<file path="config.mk">
export PLATFORM = sky130hd
export DESIGN_NAME = itke_queue
export DESIGN_NICKNAME = d
export VERILOG_FILES = /design/src/hw/rtl/itke_pkg.sv /design/src/hw/rtl/itke_queue.sv
export SDC_FILE = /design/constraint.sdc
export NUM_CORES = 1
export LEC_CHECK = 0
export BUFFER_PORTS_ARGS = -buffer_cell sky130_fd_sc_hd__clkbuf_2
export CORE_MARGIN = 2
export CORE_UTILIZATION = 56
export CTS_CLUSTER_SIZE = 30
export DETAILED_ROUTE_END_ITERATION = 10
export GPL_ROUTABILITY_DRIVEN = 0
export PLACE_DENSITY = 0.9
export SETUP_SLACK_MARGIN = 0.4
export SYNTH_ARGS = -nofsm -noshare
export SYNTH_HDL_FRONTEND = slang
export SYNTH_SLANG_ARGS = --single-unit
export TNS_END_PERCENT = 5
</file>
<file path="constraint.sdc">
create_clock -name clock -period 21.3 [get_ports clock]
set_input_delay 4.26 -clock clock [delete_from_list [all_inputs] [get_ports clock]]
set_output_delay 4.26 -clock clock [all_outputs]
set_load 0.005 [all_outputs]
</file>
<file path="src/hw/rtl/itke_pkg.sv">
`default_nettype none
package itke_pkg;

   localparam int unsigned CordicStepsDefault = 20;
   localparam int unsigned AngW = 36;
   localparam logic signed [AngW-1:0] HalfTurn = 36'sd11796480;

   localparam logic [1:0] CSR_GYRO_SCALE  = 2'd0;
   localparam logic [1:0] CSR_DRIFT_SCALE = 2'd1;
   localparam logic [1:0] CSR_ACCEL_NOISE = 2'd2;

   localparam logic [31:0] GyroScaleReset  = 32'd79459;
   localparam logic [31:0] DriftScaleReset = 32'd3336000;
   localparam logic [31:0] NoiseReset      = 32'd838861;

   typedef struct packed {
      logic [31:0]        stamp;
      logic signed [15:0] ax;
      logic signed [15:0] ay;
      logic signed [15:0] az;
      logic signed [15:0] gx;
      logic signed [15:0] gy;
   } sample_type;

   // atan(2^-i) in 2^-20 degree
   function automatic logic [25:0] atan_entry(input logic [4:0] i);
      logic [25:0] r;
      begin
         unique case (i)
            5'd0: r = 26'd47185920;  5'd1: r = 26'd27855475;
            5'd2: r = 26'd14718068;  5'd3: r = 26'd7471121;
            5'd4: r = 26'd3750058;   5'd5: r = 26'd1876857;
            5'd6: r = 26'd938658;    5'd7: r = 26'd469357;
            5'd8: r = 26'd234682;    5'd9: r = 26'd117342;
            5'd10: r = 26'd58671;    5'd11: r = 26'd29335;
            5'd12: r = 26'd14668;    5'd13: r = 26'd7334;
            5'd14: r = 26'd3667;     5'd15: r = 26'd1833;
            5'd16: r = 26'd917;      5'd17: r = 26'd458;
            5'd18: r = 26'd229;      5'd19: r = 26'd115;
            5'd20: r = 26'd57;       5'd21: r = 26'd29;
            5'd22: r = 26'd14;       5'd23: r = 26'd7;
            5'd24: r = 26'd4;        5'd25: r = 26'd2;
            5'd26: r = 26'd1;
            default: r = 26'd0;
         endcase
         return r;
      end
   endfunction

   function automatic logic signed [31:0] sat32(input logic signed [AngW-1:0] v);
      logic signed [31:0] r;
      begin
         if (v > 36'sd2147483647) r = 32'sh7fffffff;
         else if (v < -36'sd2147483648) r = 32'sh80000000;
         else r = v[31:0];
         return r;
      end
   endfunction

endpackage
`default_nettype wire

</file>
<file path="src/hw/rtl/itke_queue.sv">
`default_nettype none
module itke_queue
   import itke_pkg::*;
(
   input  wire logic       clock,
   input  wire logic       reset,
   input  wire logic       push,
   input  wire sample_type push_data,
   output logic            full,
   input  wire logic       pop,
   output logic            not_empty,
   output sample_type      pop_data
);
   sample_type mem_ff [2];
   logic       wr_ff, wr_in, rd_ff, rd_in;
   logic [1:0] cnt_ff, cnt_in;

   assign full      = cnt_ff[1];
   assign not_empty = cnt_ff != 2'd0;
   assign pop_data  = mem_ff[rd_ff];

   always_comb begin
      wr_in  = push ? ~wr_ff : wr_ff;
      rd_in  = pop ? ~rd_ff : rd_ff;
      cnt_in = cnt_ff + {1'b0, push} - {1'b0, pop};
   end

   always_ff @(posedge clock) begin
      if (reset) begin
         wr_ff <= 1'b0; rd_ff <= 1'b0; cnt_ff <= 2'd0;
      end else begin
         wr_ff <= wr_in; rd_ff <= rd_in; cnt_ff <= cnt_in;
      end
      if (push) mem_ff[wr_ff] <= push_data;
   end

`ifndef ASSERT_OFF
   a_no_overflow: assert property (@(posedge clock) disable iff (reset) push |-> !full)
      else $error("queue overflow");
   a_no_underflow: assert property (@(posedge clock) disable iff (reset) pop |-> not_empty)
      else $error("queue underflow");
   a_count: assert property (@(posedge clock) disable iff (reset) cnt_ff != 2'd3)
      else $error("queue count");
`endif
endmodule
`default_nettype wire

</file>
==> results.md, run 1 <==
- Vias in the first global route: 4391
- Hpwl dp: 9.98 mm
- Die H: 126 µm
- Startpoint types: register
- I/O pins: 230
- Final hold slack: 0.552 ns
- Setup violations, final: 0
- Routed vias: 4190
- Hold Crit Class: register to register
- Initial DRC count: 269
- Dpl cell area: 9620 µm²
- CP arrival: 2.64 ns
- Clk Latency, worst-skew pair: 0.48 ns
- Max Fclk: 0.145 GHz
- Die Wd: 126 µm
- Critical Path RT: 17.04 ns
- # placed instances: 773
- Crit end category: output pin
- Initial antenna violation count: 0
- IR drop worst, VDD: 0.0854 mV
- Setup Fix Bufs, Post-CTS: 0
- First-pass GRT wire length: 22.3 mm
- Leak: 3.97 nW
- Final core occ: 0.713
- Synth Instances: 368
- Mapped cell area: 8310 µm²
- CTS tree: built
- Final min period: 6.90 ns
- Synth warn: 0
- Resized cells post-CTS: 0
- CP max FO: 57
- Worst reg-to-reg path cell count: 2
- Hold path depth: 2
- TritonCTS Buffers: 23
- Clock sinks: 229
- Reg2reg setup slack: 19.01 ns
- Crit path kind: register to output pin
- Via density: 5.16
- Area grow syn2layout: 24.7%
- H-Tree Depth: 1
- Largest net degree at the start of global routing: 58
- Register bit total from synthesis: 229
- Worst reg2reg path startpoint: wr_ff
- Fin crit share: 0.324
- Max cap viols: 0
- Starting Density: 0.572
- Normalized max-slew margin: 0.485
- Clk root buf: clkbuf_16
- Most common cell after layout, fill and taps aside: clkbuf_2
- HP Start: rd_ff
- Least-Margin Pin Slew: 0.773 ns
- Post-route setup TNS: 0 ns
- Nets: 732
- N_diodes: 0
- Routed wire per std cell: 18.3 µm
- Slew Viols, Final: 0
- Overflow after GRT: 0
- Yosys top cell by area: edfxtp_1
- Die Area: 15800 µm²
- Final Hold Viols: 0
- Longest Clk Path Bufs: 3
- Syn Area/Cell: 22.6 µm²
- Layout Cells excl Fill: 812
- Status: completed
- Ranking of synthesized cells by area: edfxtp_1 81%, mux2_2 15%, dfxtp_1 1.2%
- Area of the multi-input gates: 1380 µm²
- Most frequent cells in the layout: 229 x clkbuf_2, 224 x edfxtp_1, 112 x mux2_2, 23 x clkbuf_16, 5 x clkbuf_1
- Gr usage total: 0.181
- Core ar.: 14500 µm²
- Share of cells above drive strength 1: 0.607
- Top cell type's share of synthesized area: 0.809
- Final wirelength: 14.9 mm
- Yosys cell types: 14
- RSZ-0062 raised after global routing: no
- Port bufs: 229
- Clock slew at reported path FFs: 0.06 ns
- Finished layout cell area: 10400 µm²
- Final Power: 1.02 mW
- Syn_nets: 486
- First-pass DRT Iterations: 4
- Post-Place Setup Slack: 14.88 ns
- Sequential element share of the synthesized area: 0.821
- Post-route DRC: 0
- Fillers: 895
- Hold EP: rd_ff
- Row count: 44
- Sequential Area: 6830 µm²
- Post-route setup slack: 14.40 ns
- Pwr Density: 98.8 nW/µm²
- Fin Clk Skew: 0.00879 ns
- Critical R2R Capture: mem_ff[1][40]
- Antenna Nets Post-Route: 0
- Hold-fix buffers, CTS: 0
[power breakdown]
part	internal [mW]	switching (mW)	leakage [nW]
combinational	0.0499	0.0448	1.46
clock	0.241	0.152	0.366
sequential	0.526	0.0104	2.14
[layer usage]
layer  wire (µm)  part of all wire  track usage
met2        7830              0.53        0.320
met4         291             0.020       0.0485
met3        1290             0.087       0.0603
met1        5470              0.37        0.214
met5           0                 0            0
[cells by family (layout without fill, tap and decap cells)]
logic type    count (synthesis)  count (layout)  share of synthesized area
simple gates                  8               8                    0.00482
flops                       229             229                      0.821
mux                         112             112                      0.152
buf+inv                      14             274                     0.0144
xor+xnor                      3               3                    0.00482
fa+ha+maj                     2               2                    0.00301
[synth_stat cells]
master    count
buf_6         8
xnor3_1       1
inv_1         2
ha_1          2
nor2_1        4
buf_2         3
buf_4         1
xnor2_1       2
or2_2         1
edfxtp_1    224
mux2_2      112
nor2b_1       2
and2_1        1
dfxtp_1       5
[area by class of cell]
| class | instances | area share |
|---|---|---|
| flip-flops and latches | 229 | 0.659 |
| multi-input cells | 125 | 0.133 |
| repair buffers | 233 | 0.113 |
| clock buffers | 30 | 0.0600 |
| well taps | 184 | 0.0222 |
| clock inverters | 9 | 0.0117 |
| inverters | 2 | 0.000724 |
[critical path, cell delays in order, from the launching register on]
cell	delay, ns
dfxtp_4	0.80
buf_4	0.70
mux2_2	0.43
clkbuf_2	0.12
[registers in the layout (all words and copies together) (netlist names), named ones only]
signal  cells
wr_ff       1
mem_ff    224
rd_ff       1
cnt_ff      2
[worst max-delay path by stage]
stage                   endpoint  slack, ns
CTS                 pop_data[40]      14.35
detailed placement  pop_data[40]      14.88
floorplan           mem_ff[0][0]      11.58
global placement    pop_data[40]      14.91
global route        pop_data[40]      14.21
finish              pop_data[40]      14.40
Note: power is estimated with default switching activity, not from simulation.
==> run 2: changes to the inputs <==
--- a/config.mk
+++ b/config.mk
@@ -7,11 +7,11 @@
 export LEC_CHECK = 0
 export BUFFER_PORTS_ARGS = -buffer_cell sky130_fd_sc_hd__clkbuf_2
 export CORE_MARGIN = 2
-export CORE_UTILIZATION = 56
+export CORE_UTILIZATION = 47
 export CTS_CLUSTER_SIZE = 30
 export DETAILED_ROUTE_END_ITERATION = 10
 export GPL_ROUTABILITY_DRIVEN = 0
-export PLACE_DENSITY = 0.9
+export PLACE_DENSITY = 0.81
 export SETUP_SLACK_MARGIN = 0.4
 export SYNTH_ARGS = -nofsm -noshare
 export SYNTH_HDL_FRONTEND = slang
==> constraint.sdc (replaced) <==
create_clock -name clock -period 5.8 [get_ports clock]
set_input_delay 1.16 -clock clock [delete_from_list [all_inputs] [get_ports clock]]
set_output_delay 1.16 -clock clock [all_outputs]
set_load 0.005 [all_outputs]
==> results.md, run 2 (synthesis gave the netlist of run 1 again) <==
- Fin crit share: 0.648
- Biggest regs: mem_ff x224, cnt_ff x2 (unchanged)
- Row count: 48 (was 44)
- RSZ-0062 raised after global routing: no (unchanged)
- Most common cell after layout, fill and taps aside: clkbuf_2 (unchanged)
- Normalized max-slew margin: 0.292 (was 0.485)
- Critical R2R Capture: mem_ff[1][74] (was mem_ff[1][40])
- Capture point of the worst path: pop_data[80] (was pop_data[40])
- Die Wd: 137 µm (was 126 µm)
- NetSw: 0.755 mW (was 0.207 mW)
- Initial antenna violation count: 0 (unchanged)
- First-pass DRT Iterations: 6 (was 4)
- Final Hold Viols: 0 (unchanged)
- Longest Clk Path Bufs: 3 (unchanged)
- Max Fclk: 0.266 GHz
- Critical Path RT: 4.64 ns (was 17.04 ns)
- Port bufs: 229 (unchanged)
- Worst reg-to-reg path cell count: 2 (unchanged)
- H-Tree Depth: 1 (unchanged)
- Nets: 733 (was 732)
- Comb power frac: 0.092 (about the same)
- Clock share of power: 0.372 (was 0.383)
- Crit path kind: register to output pin (unchanged)
- Via density: 4.90 (was 5.16)
- Startpoint types: register (unchanged)
- Status: completed (unchanged)
- Flop pwr share: 0.536 (was 0.524)
- Largest net degree at the start of global routing: 80 (was 58)
- Hold-fix buffers, CTS: 0 (unchanged)
- Gr usage total: 0.151 (was 0.181)
- Setup Fix Bufs, Post-CTS: 0 (unchanged)
- IR drop worst, VDD: 0.289 mV (was 0.0854 mV)
- N_diodes: 0 (unchanged)
- Clock slew at reported path FFs: 0.06 ns (about the same)
- Fin Clk Skew: 0.00670 ns (was 0.00879 ns)
- CTS tree: built (unchanged)
- First-pass GRT wire length: 21.8 mm (was 22.3 mm)
- Hold Crit Class: register to register (unchanged)
- Resized cells post-CTS: 0 (unchanged)
- Setup violations, final: 0 (unchanged)
- Area grow syn2layout: 25.0% (was 24.7%)
- Switch share: 0.204 (was 0.202)
- Post-route setup TNS: 0 ns (unchanged)
- Max cap viols: 0 (unchanged)
- Least-Margin Pin Slew: 1.06 ns (was 0.773 ns)
- Final wirelength: 15.1 mm (was 14.9 mm)
- Die H: 137 µm (was 126 µm)
- CP max FO: 79 (was 57)
- Slew Viols, Final: 0 (unchanged)
- Biggest register: mem_ff (unchanged)
- Max reg flops: 224 (unchanged)
- Fillers: 1283 (was 895)
- Most frequent cells in the layout: 229 x clkbuf_2, 224 x edfxtp_1, 112 x mux2_2, 25 x clkbuf_16, 9 x clkinv_1 (was 229 x clkbuf_2, 224 x edfxtp_1, 112 x mux2_2, 23 x clkbuf_16, 5 x clkbuf_1)
- TritonCTS Buffers: 24 (was 23)
- Clk Latency, worst-skew pair: 0.49 ns (was 0.48 ns)
- Antenna Nets Post-Route: 0 (unchanged)
- Initial DRC count: 193 (was 269)
- Hpwl dp: 9.94 mm (was 9.98 mm)
- Internal Power: 2.94 mW (was 0.817 mW)
- Final Power: 3.70 mW (was 1.02 mW)
- Clock sinks: 229 (unchanged)
- CP arrival: 2.60 ns (was 2.64 ns)
- # placed instances: 814 (was 773)
- Routed vias: 4198 (was 4190)
- Starting Density: 0.481 (was 0.572)
- I/O pins: 230 (unchanged)
- Die Area: 18800 µm² (was 15800 µm²)
- Layout Cells excl Fill: 856 (was 812)
- Vias in the first global route: 4394 (was 4391)
- Overflow after GRT: 0 (unchanged)
- Reg2reg setup slack: 3.53 ns (was 19.01 ns)
- Leak: 3.95 nW (was 3.97 nW)
- Post-route DRC: 0 (unchanged)
- Core ar.: 17300 µm² (was 14500 µm²)
- Worst reg2reg path startpoint: wr_ff (unchanged)
- Clk root buf: clkbuf_16 (unchanged)
- Final min period: 3.76 ns
- Pwr Density: 356 nW/µm² (was 98.8 nW/µm²)
- Crit end category: output pin (unchanged)
- Routed wire per std cell: 17.7 µm (was 18.3 µm)
- Share of cells above drive strength 1: 0.597 (was 0.607)
-- run 2: worst min path at each step --
stage | slack [ns] | startpoint | endpoint | cells after the start
floorplan | 0.48 | rd_ff | register | 2
global placement | 0.49 | rd_ff | register | 2
detailed placement | 0.50 | rd_ff | register | 2
CTS | 0.52 | rd_ff | register | 2
global route | 0.55 | rd_ff | register | 2
finish | 0.51 | rd_ff | register | 2
-- run 2: per-layer routing --
layer  share of wire  track usage  vias to the layer above
li1                -            -                     1953
met3           0.085       0.0456                       35
met1            0.38        0.177                     2033
met4           0.028       0.0556                        0
met5               0            0                        -
met2            0.50        0.263                      177
-- run 2: critical path: stages (launching register included) --
cell and delay [ns]:
dfxtp_4 1.04, buf_4 0.53, mux2_2 0.40, clkbuf_2 0.11
-- run 2: power groups by stage --
| stage | Clock (mW) | Combinational, mW | Sequential (mW) |
|---|---|---|---|
| CTS | 1.41 | 0.348 | 1.98 |
| finish | 1.38 | 0.341 | 1.98 |
| global placement | 0 | 0.333 | 2.01 |
| floorplan | 0 | 0.200 | 1.99 |
| global route | 1.47 | 0.372 | 1.99 |
| detailed placement | 0 | 0.345 | 2.02 |
-- run 2: layout make-up --
type                            instances  area, µm²  area share
Tap cell                              225        282      0.0271
Timing Repair Buffer                  233       1180       0.113
Multi-Input combinational cell        125       1380       0.132
Clock buffer                           30        644      0.0620
Sequential cell                       229       6830       0.657
Clock inverter                         12       73.8     0.00710
Inverter                                2       7.51    0.000723
-- run 2: stage by stage --
step / util / hold WS (ns) / worst slack [ns] / instance area, µm²
3_5_place_dp: 0.559 / 0.500 / 2.48 / 9670
4_1_cts: 0.601 / 0.515 / 1.94 / 10400
3_3_place_gp: 0.559 / 0.493 / 2.58 / 9670
6_report: 0.601 / 0.511 / 2.04 / 10400
2_1_floorplan: - / 0.480 / 1.28 / 8320
5_1_grt: 0.601 / 0.553 / 1.81 / 10400
